==> config.mk <==
export PLATFORM = sky130hd
export DESIGN_NAME = energy_counter_power_monitor_core_flat
export DESIGN_NICKNAME = d
export VERILOG_FILES = /design/src/sv/ecpm_pkg.sv /design/src/sv/ecpm_if.sv /design/src/sv/ecpm_ctrl.sv /design/src/sv/ecpm_datapath.sv /design/src/sv/energy_counter_power_monitor_core.sv /design/src/flat_wrapper.sv
export SDC_FILE = /design/constraint.sdc
export NUM_CORES = 2
export LEC_CHECK = 0
export BUFFER_PORTS_ARGS = -buffer_cell sky130_fd_sc_hd__buf_2
export CAP_MARGIN = 20
export CORE_ASPECT_RATIO = 1.1
export CORE_UTILIZATION = 40
export DETAILED_ROUTE_END_ITERATION = 16
export GPL_ROUTABILITY_DRIVEN = 0
export SLEW_MARGIN = 10
export SYNTH_ARGS = -nofsm -noshare
export SYNTH_HDL_FRONTEND = slang
export SYNTH_SLANG_ARGS = --single-unit
==> constraint.sdc <==
create_clock -name clk -period 11.55 [get_ports clk]
set_input_delay 0.5775 -clock clk [delete_from_list [all_inputs] [get_ports clk]]
set_output_delay 0.5775 -clock clk [all_outputs]
set_load 0.03 [all_outputs]
==> src/sv/ecpm_pkg.sv <==
// ----------------------------------------------------------------------------
// ecpm_pkg
// Shared types and constants of the energy counter power monitor.
// ----------------------------------------------------------------------------
`default_nettype none

package ecpm_pkg;

	localparam int HISTORY_DEPTH_DEF = 10;
	localparam int COUNTER_BITS_DEF  = 32;

	localparam int EXP_W    = 5;
	localparam int TIME_W   = 63;
	localparam int ENERGY_W = 63;
	localparam int POWER_W  = 32;
	localparam int FACTOR_W = 30;
	localparam int QUOT_W   = 31;
	localparam int NUM_W    = 73;
	localparam int REM_W    = 63;
	localparam int CNT_W    = 5;

	localparam int MUL_STEPS = FACTOR_W;
	localparam int DIV_STEPS = QUOT_W;

	localparam logic [EXP_W-1:0]    EXP_RESET = 5'd14;
	localparam logic [FACTOR_W-1:0] NJ_PER_J  = 30'd1000000000;
	localparam logic [ENERGY_W-1:0] E_MAX     = {ENERGY_W{1'b1}};
	localparam logic [QUOT_W-1:0]   P_MAX     = {QUOT_W{1'b1}};

	typedef struct packed {
		logic capture;
		logic prep;
		logic mul_step;
		logic scale;
		logic num;
		logic div_init;
		logic div_step;
		logic load;
	} ecpm_cmd_t;

	typedef struct packed {
		logic failed;
	} ecpm_sts_t;

endpackage

`default_nettype wire

==> src/sv/ecpm_if.sv <==
// ----------------------------------------------------------------------------
// ecpm_if
// Handshake channels of the power monitor: sample in, result out, config.
// ----------------------------------------------------------------------------
`default_nettype none

interface ecpm_sample_if;
	logic               valid;
	logic               ready;
	logic               domain;
	logic signed [63:0] energy_reading;
	logic        [62:0] sample_time_ns;

	modport source (output valid, output domain, output energy_reading,
		output sample_time_ns, input ready);
	modport sink (input valid, input domain, input energy_reading,
		input sample_time_ns, output ready);
endinterface

interface ecpm_result_if;
	logic               valid;
	logic               ready;
	logic               result_domain;
	logic               read_failed;
	logic        [62:0] energy_nj;
	logic signed [31:0] power_mw;

	modport source (output valid, output result_domain, output read_failed,
		output energy_nj, output power_mw, input ready);
	modport sink (input valid, input result_domain, input read_failed,
		input energy_nj, input power_mw, output ready);
endinterface

interface ecpm_cfg_if;
	logic       valid;
	logic       ready;
	logic [4:0] energy_unit_exp;

	modport source (output valid, output energy_unit_exp, input ready);
	modport sink (input valid, input energy_unit_exp, output ready);
endinterface

`default_nettype wire

==> src/sv/ecpm_ctrl.sv <==
// ----------------------------------------------------------------------------
// ecpm_ctrl
// Sequencer: capture, delta, shift-add scaling, restoring divide, result.
// ----------------------------------------------------------------------------
`default_nettype none

module ecpm_ctrl
	import ecpm_pkg::*;
(
	input  wire logic      clk,
	input  wire logic      arst_n,
	input  wire logic      sample_valid,
	output      logic      sample_ready,
	output      logic      res_valid,
	input  wire logic      res_ready,
	input  wire ecpm_sts_t sts,
	output      ecpm_cmd_t cmd
);

	localparam logic [2:0] ST_IDLE   = 3'd0;
	localparam logic [2:0] ST_PREP   = 3'd1;
	localparam logic [2:0] ST_MUL    = 3'd2;
	localparam logic [2:0] ST_SCALE  = 3'd3;
	localparam logic [2:0] ST_NUM    = 3'd4;
	localparam logic [2:0] ST_DINIT  = 3'd5;
	localparam logic [2:0] ST_DIV    = 3'd6;
	localparam logic [2:0] ST_FINISH = 3'd7;

	logic [2:0]       state_q, state_d;
	logic [CNT_W-1:0] cnt_q, cnt_d;
	logic             res_valid_q;
	logic             can_load;

	assign sample_ready = (state_q == ST_IDLE);
	assign res_valid    = res_valid_q;
	assign can_load     = !res_valid_q || res_ready;

	always_comb begin
		state_d = state_q;
		cnt_d   = cnt_q;
		cmd     = '0;
		unique case (state_q)
			ST_IDLE: begin
				if (sample_valid) begin
					cmd.capture = 1'b1;
					state_d     = ST_PREP;
				end
			end
			ST_PREP: begin
				cmd.prep = 1'b1;
				cnt_d    = '0;
				state_d  = sts.failed ? ST_FINISH : ST_MUL;
			end
			ST_MUL: begin
				cmd.mul_step = 1'b1;
				cnt_d        = cnt_q + CNT_W'(1);
				if (cnt_q == CNT_W'(MUL_STEPS - 1)) begin
					state_d = ST_SCALE;
				end
			end
			ST_SCALE: begin
				cmd.scale = 1'b1;
				state_d   = ST_NUM;
			end
			ST_NUM: begin
				cmd.num = 1'b1;
				state_d = ST_DINIT;
			end
			ST_DINIT: begin
				cmd.div_init = 1'b1;
				cnt_d        = '0;
				state_d      = ST_DIV;
			end
			ST_DIV: begin
				cmd.div_step = 1'b1;
				cnt_d        = cnt_q + CNT_W'(1);
				if (cnt_q == CNT_W'(DIV_STEPS - 1)) begin
					state_d = ST_FINISH;
				end
			end
			ST_FINISH: begin
				if (can_load) begin
					cmd.load = 1'b1;
					state_d  = ST_IDLE;
				end
			end
			default: begin
				state_d = ST_IDLE;
			end
		endcase
	end

	always_ff @(posedge clk or negedge arst_n) begin
		if (!arst_n) begin
			state_q     <= ST_IDLE;
			cnt_q       <= '0;
			res_valid_q <= 1'b0;
		end else begin
			state_q <= state_d;
			cnt_q   <= cnt_d;
			if (cmd.load) begin
				res_valid_q <= 1'b1;
			end else if (res_ready) begin
				res_valid_q <= 1'b0;
			end
		end
	end

endmodule

`default_nettype wire

==> src/sv/ecpm_datapath.sv <==
// ----------------------------------------------------------------------------
// ecpm_datapath
// Per-domain state, energy scaling, power divider and result register.
// ----------------------------------------------------------------------------
`default_nettype none

module ecpm_datapath
	import ecpm_pkg::*;
#(
	parameter int HISTORY_DEPTH = HISTORY_DEPTH_DEF,
	parameter int COUNTER_BITS  = COUNTER_BITS_DEF
) (
	input  wire logic                       clk,
	input  wire logic                       arst_n,
	input  wire ecpm_cmd_t                  cmd,
	output      ecpm_sts_t                  sts,
	input  wire logic                       cfg_we,
	input  wire logic        [EXP_W-1:0]    cfg_exp,
	input  wire logic                       sample_domain,
	input  wire logic signed [63:0]         sample_energy,
	input  wire logic        [TIME_W-1:0]   sample_time,
	output      logic                       res_domain,
	output      logic                       res_failed,
	output      logic        [ENERGY_W-1:0] res_energy,
	output      logic signed [POWER_W-1:0]  res_power
);

	localparam int PROD_W = COUNTER_BITS + FACTOR_W;
	localparam int ACC_W  = (PROD_W > ENERGY_W) ? PROD_W : ENERGY_W + 1;
	localparam int NHI_W  = NUM_W - QUOT_W;

	logic [EXP_W-1:0]        exp_q;
	logic [COUNTER_BITS-1:0] last_energy_q [2];
	logic [TIME_W-1:0]       last_time_q [2];
	logic [POWER_W-1:0]      hist_q [2][HISTORY_DEPTH];

	logic                    dom_q, failed_q;
	logic [COUNTER_BITS-1:0] cur_q, diff_q;
	logic [TIME_W-1:0]       t_q, elapsed_q;
	logic [FACTOR_W-1:0]     factor_q;
	logic [PROD_W-1:0]       acc_q;
	logic [ENERGY_W-1:0]     energy_q;
	logic [NUM_W-1:0]        num_q;
	logic [REM_W-1:0]        rem_q;
	logic [QUOT_W-1:0]       nlow_q, quot_q;
	logic                    sat_q;

	logic [TIME_W-1:0]  lt;
	logic [TIME_W:0]    tsub;
	logic               later;
	logic [ACC_W-1:0]   acc_ext;
	logic [NUM_W-1:0]   num_d;
	logic [REM_W:0]     trial, trial_sub;
	logic [POWER_W-1:0] power_d;

	assign sts.failed = failed_q;

	assign lt    = last_time_q[dom_q];
	assign tsub  = {1'b0, t_q} - {1'b0, lt};
	assign later = !tsub[TIME_W] && (tsub[TIME_W-1:0] != '0);

	assign acc_ext = ACC_W'(acc_q);

	// x1000 = x*1024 - x*16 - x*8
	assign num_d = {energy_q, 10'b0} - {6'b0, energy_q, 4'b0} - {7'b0, energy_q, 3'b0};

	assign trial     = {rem_q, nlow_q[QUOT_W-1]};
	assign trial_sub = trial - {1'b0, elapsed_q};

	always_comb begin
		if (failed_q) begin
			power_d = '1;
		end else if (sat_q) begin
			power_d = {1'b0, P_MAX};
		end else begin
			power_d = {1'b0, quot_q};
		end
	end

	// state with a defined reset value
	always_ff @(posedge clk or negedge arst_n) begin
		if (!arst_n) begin
			exp_q <= EXP_RESET;
			for (int d = 0; d < 2; d++) begin
				last_energy_q[d] <= '0;
				last_time_q[d]   <= '0;
				for (int i = 0; i < HISTORY_DEPTH; i++) begin
					hist_q[d][i] <= '0;
				end
			end
		end else begin
			if (cfg_we) begin
				exp_q <= cfg_exp;
			end
			if (cmd.prep) begin
				last_time_q[dom_q] <= t_q;
				if (!failed_q) begin
					last_energy_q[dom_q] <= cur_q;
				end
			end
			if (cmd.load) begin
				for (int i = 0; i < HISTORY_DEPTH - 1; i++) begin
					hist_q[dom_q][i] <= hist_q[dom_q][i+1];
				end
				hist_q[dom_q][HISTORY_DEPTH-1] <= power_d;
			end
		end
	end

	// working registers
	always_ff @(posedge clk) begin
		if (cmd.capture) begin
			dom_q    <= sample_domain;
			failed_q <= sample_energy[63];
			cur_q    <= sample_energy[COUNTER_BITS-1:0];
			t_q      <= sample_time;
			factor_q <= NJ_PER_J >> exp_q;
			energy_q <= '0;
		end
		if (cmd.prep) begin
			elapsed_q <= (lt != '0 && later) ? tsub[TIME_W-1:0] : TIME_W'(1);
			diff_q    <= cur_q - last_energy_q[dom_q];
			acc_q     <= '0;
		end
		if (cmd.mul_step) begin
			acc_q    <= {acc_q[PROD_W-2:0], 1'b0}
				+ (factor_q[FACTOR_W-1] ? PROD_W'(diff_q) : '0);
			factor_q <= {factor_q[FACTOR_W-2:0], 1'b0};
		end
		if (cmd.scale) begin
			energy_q <= (|acc_ext[ACC_W-1:ENERGY_W]) ? E_MAX : acc_ext[ENERGY_W-1:0];
		end
		if (cmd.num) begin
			num_q <= num_d;
		end
		if (cmd.div_init) begin
			rem_q  <= {{(REM_W - NHI_W){1'b0}}, num_q[NUM_W-1:QUOT_W]};
			nlow_q <= num_q[QUOT_W-1:0];
			sat_q  <= {{(REM_W - NHI_W){1'b0}}, num_q[NUM_W-1:QUOT_W]} >= elapsed_q;
			quot_q <= '0;
		end
		if (cmd.div_step) begin
			nlow_q <= {nlow_q[QUOT_W-2:0], 1'b0};
			if (!trial_sub[REM_W]) begin
				rem_q  <= trial_sub[REM_W-1:0];
				quot_q <= {quot_q[QUOT_W-2:0], 1'b1};
			end else begin
				rem_q  <= trial[REM_W-1:0];
				quot_q <= {quot_q[QUOT_W-2:0], 1'b0};
			end
		end
		if (cmd.load) begin
			res_domain <= dom_q;
			res_failed <= failed_q;
			res_energy <= energy_q;
			res_power  <= power_d;
		end
	end

endmodule

`default_nettype wire

==> src/sv/energy_counter_power_monitor_core.sv <==
// ----------------------------------------------------------------------------
// energy_counter_power_monitor_core
// Energy counter samples in, scaled energy and average power out.
// ----------------------------------------------------------------------------
// Each sample word carries a domain (core or package), a raw counter reading
// and a nanosecond timestamp. A good reading passes from acceptance to a
// loaded result through these steps: compute the counter and time deltas,
// shift-add scaling by 1e9 >> energy_unit_exp, saturate, multiply by 1000
// and check quotient overflow, restoring division by the elapsed time, and
// load the result register. A failed (negative) reading skips the
// arithmetic and goes from the delta step straight to the load. The input
// is ready again in the cycle after the load, so a new sample is not taken
// before the last one has been loaded. The next sample is taken once the
// result has moved
// into the output register, so a result left waiting there does not hold off
// the following sample; only a second finished result waits for it.
// The per-domain power history is held in flip-flops cleared by reset, so no
// clearing pass is needed. Write energy_unit_exp only while the block is idle.
// ----------------------------------------------------------------------------
`default_nettype none

module energy_counter_power_monitor_core
	import ecpm_pkg::*;
#(
	parameter int HISTORY_DEPTH = HISTORY_DEPTH_DEF,
	parameter int COUNTER_BITS  = COUNTER_BITS_DEF
) (
	input wire logic clk,
	input wire logic arst_n,
	ecpm_sample_if.sink   sample,
	ecpm_result_if.source result,
	ecpm_cfg_if.sink      cfg
);

	ecpm_cmd_t cmd;
	ecpm_sts_t sts;

	// config always lands at once: drop nothing, stall nothing
	assign cfg.ready = 1'b1;

	// sequence the word through the datapath
	ecpm_ctrl u_ctrl (
		.clk          (clk),
		.arst_n       (arst_n),
		.sample_valid (sample.valid),
		.sample_ready (sample.ready),
		.res_valid    (result.valid),
		.res_ready    (result.ready),
		.sts          (sts),
		.cmd          (cmd)
	);

	// hold per-domain state, advance the arithmetic, present the result word
	ecpm_datapath #(
		.HISTORY_DEPTH (HISTORY_DEPTH),
		.COUNTER_BITS  (COUNTER_BITS)
	) u_datapath (
		.clk           (clk),
		.arst_n        (arst_n),
		.cmd           (cmd),
		.sts           (sts),
		.cfg_we        (cfg.valid),
		.cfg_exp       (cfg.energy_unit_exp),
		.sample_domain (sample.domain),
		.sample_energy (sample.energy_reading),
		.sample_time   (sample.sample_time_ns),
		.res_domain    (result.result_domain),
		.res_failed    (result.read_failed),
		.res_energy    (result.energy_nj),
		.res_power     (result.power_mw)
	);

	// a taken word starts the sequence: no second word the cycle after
	a_busy_after_accept: assert property (@(posedge clk) disable iff (!arst_n)
		(sample.valid && sample.ready) |=> !sample.ready)
		else $error("sample taken while a word is in flight");

	// a failed read reports -1 mW and no energy
	a_failed_power: assert property (@(posedge clk) disable iff (!arst_n)
		(result.valid && result.read_failed) |-> (result.power_mw == -32'sd1))
		else $error("failed read without -1 power");

	a_failed_energy: assert property (@(posedge clk) disable iff (!arst_n)
		(result.valid && result.read_failed) |-> (result.energy_nj == '0))
		else $error("failed read with nonzero energy");

	// a good read saturates and never goes negative
	a_good_power: assert property (@(posedge clk) disable iff (!arst_n)
		(result.valid && !result.read_failed) |-> !result.power_mw[31])
		else $error("good read with negative power");

endmodule

`default_nettype wire

==> src/flat_wrapper.sv <==
// flat-port wrapper written by rule: the top's interface ports become plain ports
module energy_counter_power_monitor_core_flat import ecpm_pkg::*;
#(
	parameter int HISTORY_DEPTH = HISTORY_DEPTH_DEF,
	parameter int COUNTER_BITS  = COUNTER_BITS_DEF
)
  (clk, arst_n, sample_valid, sample_domain, sample_energy_reading, sample_sample_time_ns, sample_ready, result_valid, result_result_domain, result_read_failed, result_energy_nj, result_power_mw, result_ready, cfg_valid, cfg_energy_unit_exp, cfg_ready);
  ecpm_sample_if sample_i ();
  ecpm_result_if result_i ();
  ecpm_cfg_if cfg_i ();
  input wire logic clk;
  input wire logic arst_n;
  input wire logic [$bits(sample_i.valid)-1:0] sample_valid;
  input wire logic [$bits(sample_i.domain)-1:0] sample_domain;
  input wire logic [$bits(sample_i.energy_reading)-1:0] sample_energy_reading;
  input wire logic [$bits(sample_i.sample_time_ns)-1:0] sample_sample_time_ns;
  output wire logic [$bits(sample_i.ready)-1:0] sample_ready;
  output wire logic [$bits(result_i.valid)-1:0] result_valid;
  output wire logic [$bits(result_i.result_domain)-1:0] result_result_domain;
  output wire logic [$bits(result_i.read_failed)-1:0] result_read_failed;
  output wire logic [$bits(result_i.energy_nj)-1:0] result_energy_nj;
  output wire logic [$bits(result_i.power_mw)-1:0] result_power_mw;
  input wire logic [$bits(result_i.ready)-1:0] result_ready;
  input wire logic [$bits(cfg_i.valid)-1:0] cfg_valid;
  input wire logic [$bits(cfg_i.energy_unit_exp)-1:0] cfg_energy_unit_exp;
  output wire logic [$bits(cfg_i.ready)-1:0] cfg_ready;
  assign sample_i.valid = sample_valid;
  assign sample_i.domain = sample_domain;
  assign sample_i.energy_reading = sample_energy_reading;
  assign sample_i.sample_time_ns = sample_sample_time_ns;
  assign sample_ready = sample_i.ready;
  assign result_valid = result_i.valid;
  assign result_result_domain = result_i.result_domain;
  assign result_read_failed = result_i.read_failed;
  assign result_energy_nj = result_i.energy_nj;
  assign result_power_mw = result_i.power_mw;
  assign result_i.ready = result_ready;
  assign cfg_i.valid = cfg_valid;
  assign cfg_i.energy_unit_exp = cfg_energy_unit_exp;
  assign cfg_ready = cfg_i.ready;
  energy_counter_power_monitor_core #(.HISTORY_DEPTH(HISTORY_DEPTH), .COUNTER_BITS(COUNTER_BITS)) u_core (.clk(clk), .arst_n(arst_n), .sample(sample_i), .result(result_i), .cfg(cfg_i));
endmodule
==> run summary <==
Entering global routing, the biggest net connects 77 pins. Dividing the detail-routed via count by the number of cells gives 5.61. Relative to the synthesized area, the layout overhead comes to 12.6%.

The area of the multi-input gates was 25100 um^2. After clock tree synthesis, the setup repair step added 0 buffers. The post-placement setup slack came out at 5.17 ns.

The most used flip-flop cell after synthesis is edfxtp_1. The root buffer cell chosen for the clock tree is clkbuf_16. Port buffer count: 204.

Once the floorplan was initialized, standard cells occupied 40.5% of the core. Once routing completed, OpenROAD measured the worst setup slack at 5.15 ns. For the pin with the worst max-slew slack, the measured transition is 1.07 ns. Clock-pin slew was measured on the worst setup and hold paths at 0.06 ns. In the final layout, the share of cells above drive strength 1 is 12.4%.

After the first detailed-routing iteration, the DRC count stood at 2935. For the max-slew headroom at the worst pin, the log shows 28.9%. The core box area is 126000 um^2. For the CTS buffer count, the log shows 91.

For the required time of the critical path, the log shows 12.01 ns. The number of nets in the synthesized netlist was 5211; the estimated wirelength of the detail-placed design was 95300 um. On the final layout, the worst clock skew is 0.0403 ns. The final net count came out at 5390.

The number of flops mapped to enable cells by yosys is 634, and the clock latency on the worst-skew pair is 0.72 ns. Clock tree synthesis found a total of 839 sinks. The cell area after technology mapping was 50800 um^2; the highest attainable clock frequency was 0.156 GHz. The checks that failed: DRC. No sink is reached through more buffers than the 3 on the longest clock path. The static leakage power came out at 23.1 nW. The sequential cells in the finished layout cover a total of 24200 um^2.

For this run, asynchronously set or reset flops after synthesis account for 24.3%. The via count of the first global-routing pass was 35800; the post-synthesis average cell area was 10.8 um^2. The tools report the number of distinct library cells after synthesis as 102. Subtracting the final worst setup slack from the clock period gives 6.40 ns.

Vertical die dimension: 376 um. The wire length per cell is 19.8 um. In this run the core area contains 136 standard-cell rows.

The flow ran to the end, but the final reports show violations. For this run, the total global-route usage over all layers was measured as 20.2%. STA classifies the critical path endpoint as a register. The largest fanout on the critical path was 63; the overall die width was 342 um. The share of the cycle needed by the critical path after routing is 55.4%. Startpoint-to-endpoint class of the critical path: register to register. Sequential cells were found to cover 47.5% of the synthesized design area. Peak supply drop: 0.161 mV. In the layout the commonest cells are 634 x edfxtp_1, 326 x ha_1, 311 x a21oi_1. Wires add up to 131000 um.

The kind of start point of the critical path was a register. The die covers 129000 um^2. Max-cap violations in this run came to 0. Total negative setup slack: 0 ns.

Once detail routing completed, the nets flagged for antenna violations numbered 0. The run gives 3 as the number of antenna violations at the first check in global routing. The type of the worst min-delay path is primary input to register. STA puts the critical path data arrival time at 6.86 ns.

The run gives 238 as the I/O pin total. The max-slew violation count was 0. Setup repair after global routing left no endpoint under its margin. Synthesis handed over a netlist of 4688 instances. The leftover overflow at the end of global routing is 0, and the final setup violation count is 0.

Counting flops and latches in the post-synthesis netlist gives 839. The total power density per cell area is 288 nW/um^2. The tools report the number of H-tree levels as 3. The final number of hold-violating endpoints is 0, and the length of the first detailed-routing pass in iterations is 12. TritonCTS built the clock tree.

Total number of yosys warnings: 0. The remaining design rule violation count came out at 48. For this block, the via count after detailed routing is 37100. Fill cells in the final layout number 11800. The run gives 205000 um as the first-pass GRT wire length. Most common cell after layout, fill and taps aside: edfxtp_1.
routing by layer:
metal,wire length (um),up-vias,track usage [%]
li1,-,17900,-
met1,59900,18100,27.9
met2,61000,918,32.6
met3,6350,183,2.61
met4,3560,0,6.35
met5,0,-,0
per-stage QoR:
stage | hold WS (ns) | power, W | std cells | instance area [um^2] | utilization [%]
6_report | 0.0603 | 0.0165 | 6603 | 57200 | 45.6
5_1_grt | 0.0250 | 0.0177 | 6602 | 57200 | 45.6
4_1_cts | 0.00144 | 0.0166 | 6601 | 57200 | 45.6
3_5_place_dp | 0.474 | 0.0134 | 6372 | 53500 | 42.6
3_3_place_gp | 0.466 | 0.0133 | 6371 | 53500 | 42.6
2_1_floorplan | 0.282 | 0.0113 | 4688 | 50800 | -
cell usage after synthesis, types with 11 or more instances:
master,instances,share of area [%]
o2111ai_1,19,0.33
nor2b_1,71,0.87
mux2_1,30,0.66
a221oi_1,13,0.22
buf_1,19,0.14
nand2_1,253,1.9
o31ai_1,23,0.34
a21boi_0,11,0.16
ha_1,326,8.0
a22o_1,39,0.67
and4_1,18,0.31
mux2_2,167,3.7
fa_1,59,2.3
a211oi_1,30,0.44
nor2_1,314,2.3
and3_1,72,0.89
nand3_1,121,1.2
mux2i_1,108,2.1
o21ai_1,56,0.55
a2111oi_0,13,0.22
nor4_1,30,0.37
a21o_1,145,2.1
o21a_1,42,0.62
o21ai_0,205,2.0
nand4_1,74,0.91
buf_2,15,0.15
a21oi_1,311,3.1
o21bai_1,37,0.55
clkbuf_1,171,1.3
xor2_1,79,1.4
a31oi_1,70,0.86
nand2b_1,47,0.58
dfrtp_1,201,9.9
and2_1,112,1.4
edfxtp_1,634,37
inv_1,225,1.7
or3_1,65,0.80
o211ai_1,35,0.52
xnor2_1,138,2.4
nor3_1,79,0.78
o311ai_1,11,0.19
report_power, final:
group          internal (W)  switching (W)
clock               0.00179        0.00129
sequential          0.00471       0.000630
combinational       0.00316        0.00494
total               0.00965        0.00686
flip-flops by register name, summed over array words and instances (netlist names), 62 cells and up:
| signal | flops |
|---|---|
| u_core.u_datapath.last_time_q | 126 |
| u_core.u_datapath.num_q | 70 |
| u_core.u_datapath.last_energy_q | 64 |
| u_core.u_datapath.elapsed_q | 63 |
| u_core.u_datapath.rem_q | 63 |
| u_core.u_datapath.t_q | 63 |
| u_core.u_datapath.acc_q | 62 |
| u_core.u_datapath.energy_q | 62 |
| u_core.u_datapath.res_energy | 62 |
path summary, 6_finish.rpt:
kind	from	to	slack, ns	depth (start not counted)
setup / recovery	u_core.u_datapath.dom_q$_DFFE_PP_	u_core.u_datapath.elapsed_q[14]$_SDFFCE_PN0P_	5.15	16
hold / removal	sample_sample_time_ns[32]	u_core.u_datapath.t_q[32]$_DFFE_PP_	0.06	1
setup reg to reg	u_core.u_datapath.dom_q$_DFFE_PP_	u_core.u_datapath.elapsed_q[14]$_SDFFCE_PN0P_	5.15	16
hold reg to reg	u_core.u_datapath.last_energy_q[53]$_DFFE_PN0P_	u_core.u_datapath.last_energy_q[53]$_DFFE_PN0P_	0.48	1
max in group asynchronous	arst_n	u_core.u_datapath.last_time_q[79]$_DFFE_PN0P_	9.73	3
min in group asynchronous	arst_n	u_core.u_datapath.last_time_q[62]$_DFFE_PN0P_	0.42	2
what timing repair did:
action                     in CTS  in global routing
gates resized for setup         0                  0
hold endpoints to repair      109                  0
setup endpoints to repair       0                  0
hold buffers                   57                  0
final cells by class:
| class | instances | area share (%) |
|---|---|---|
| tap | 1656 | 3.62 |
| timing repair buffer | 297 | 3.33 |
| clock inverter | 57 | 1.31 |
| antenna | 1 | 0.00437 |
| multi-input combinational | 3410 | 43.8 |
| sequential | 839 | 42.2 |
| inverter | 228 | 1.50 |
| clock buffer | 115 | 4.19 |
critical path: stages (launching register included):
cell      delay, ns
edfxtp_1       0.32
buf_4          0.58
buf_4          0.73
mux2i_1        0.66
ha_1           0.45
a21o_1         0.22
a22o_1         0.29
a21bo_1        0.27
or3_1          0.37
o211ai_2       0.34
a21o_1         0.22
a211oi_1       0.13
o41ai_2        0.39
nor2b_1        0.13
o31ai_4        0.17
buf_4          0.52
and3b_1        0.25
logic make-up after synthesis:
group                    after synthesis  share of synthesized area, %
AO/OA/AOI/OAI                       1196                          15.5
flip-flops                           839                          47.5
XOR/XNOR                             217                          3.74
buffers and inverters                439                          3.32
adder cells (fa/ha/maj)              385                          10.3
AND/OR/NAND/NOR                     1305                          13.0
multiplexers                         305                          6.49
other                                  2                        0.0148
Power figures use the tool's default switching activity.
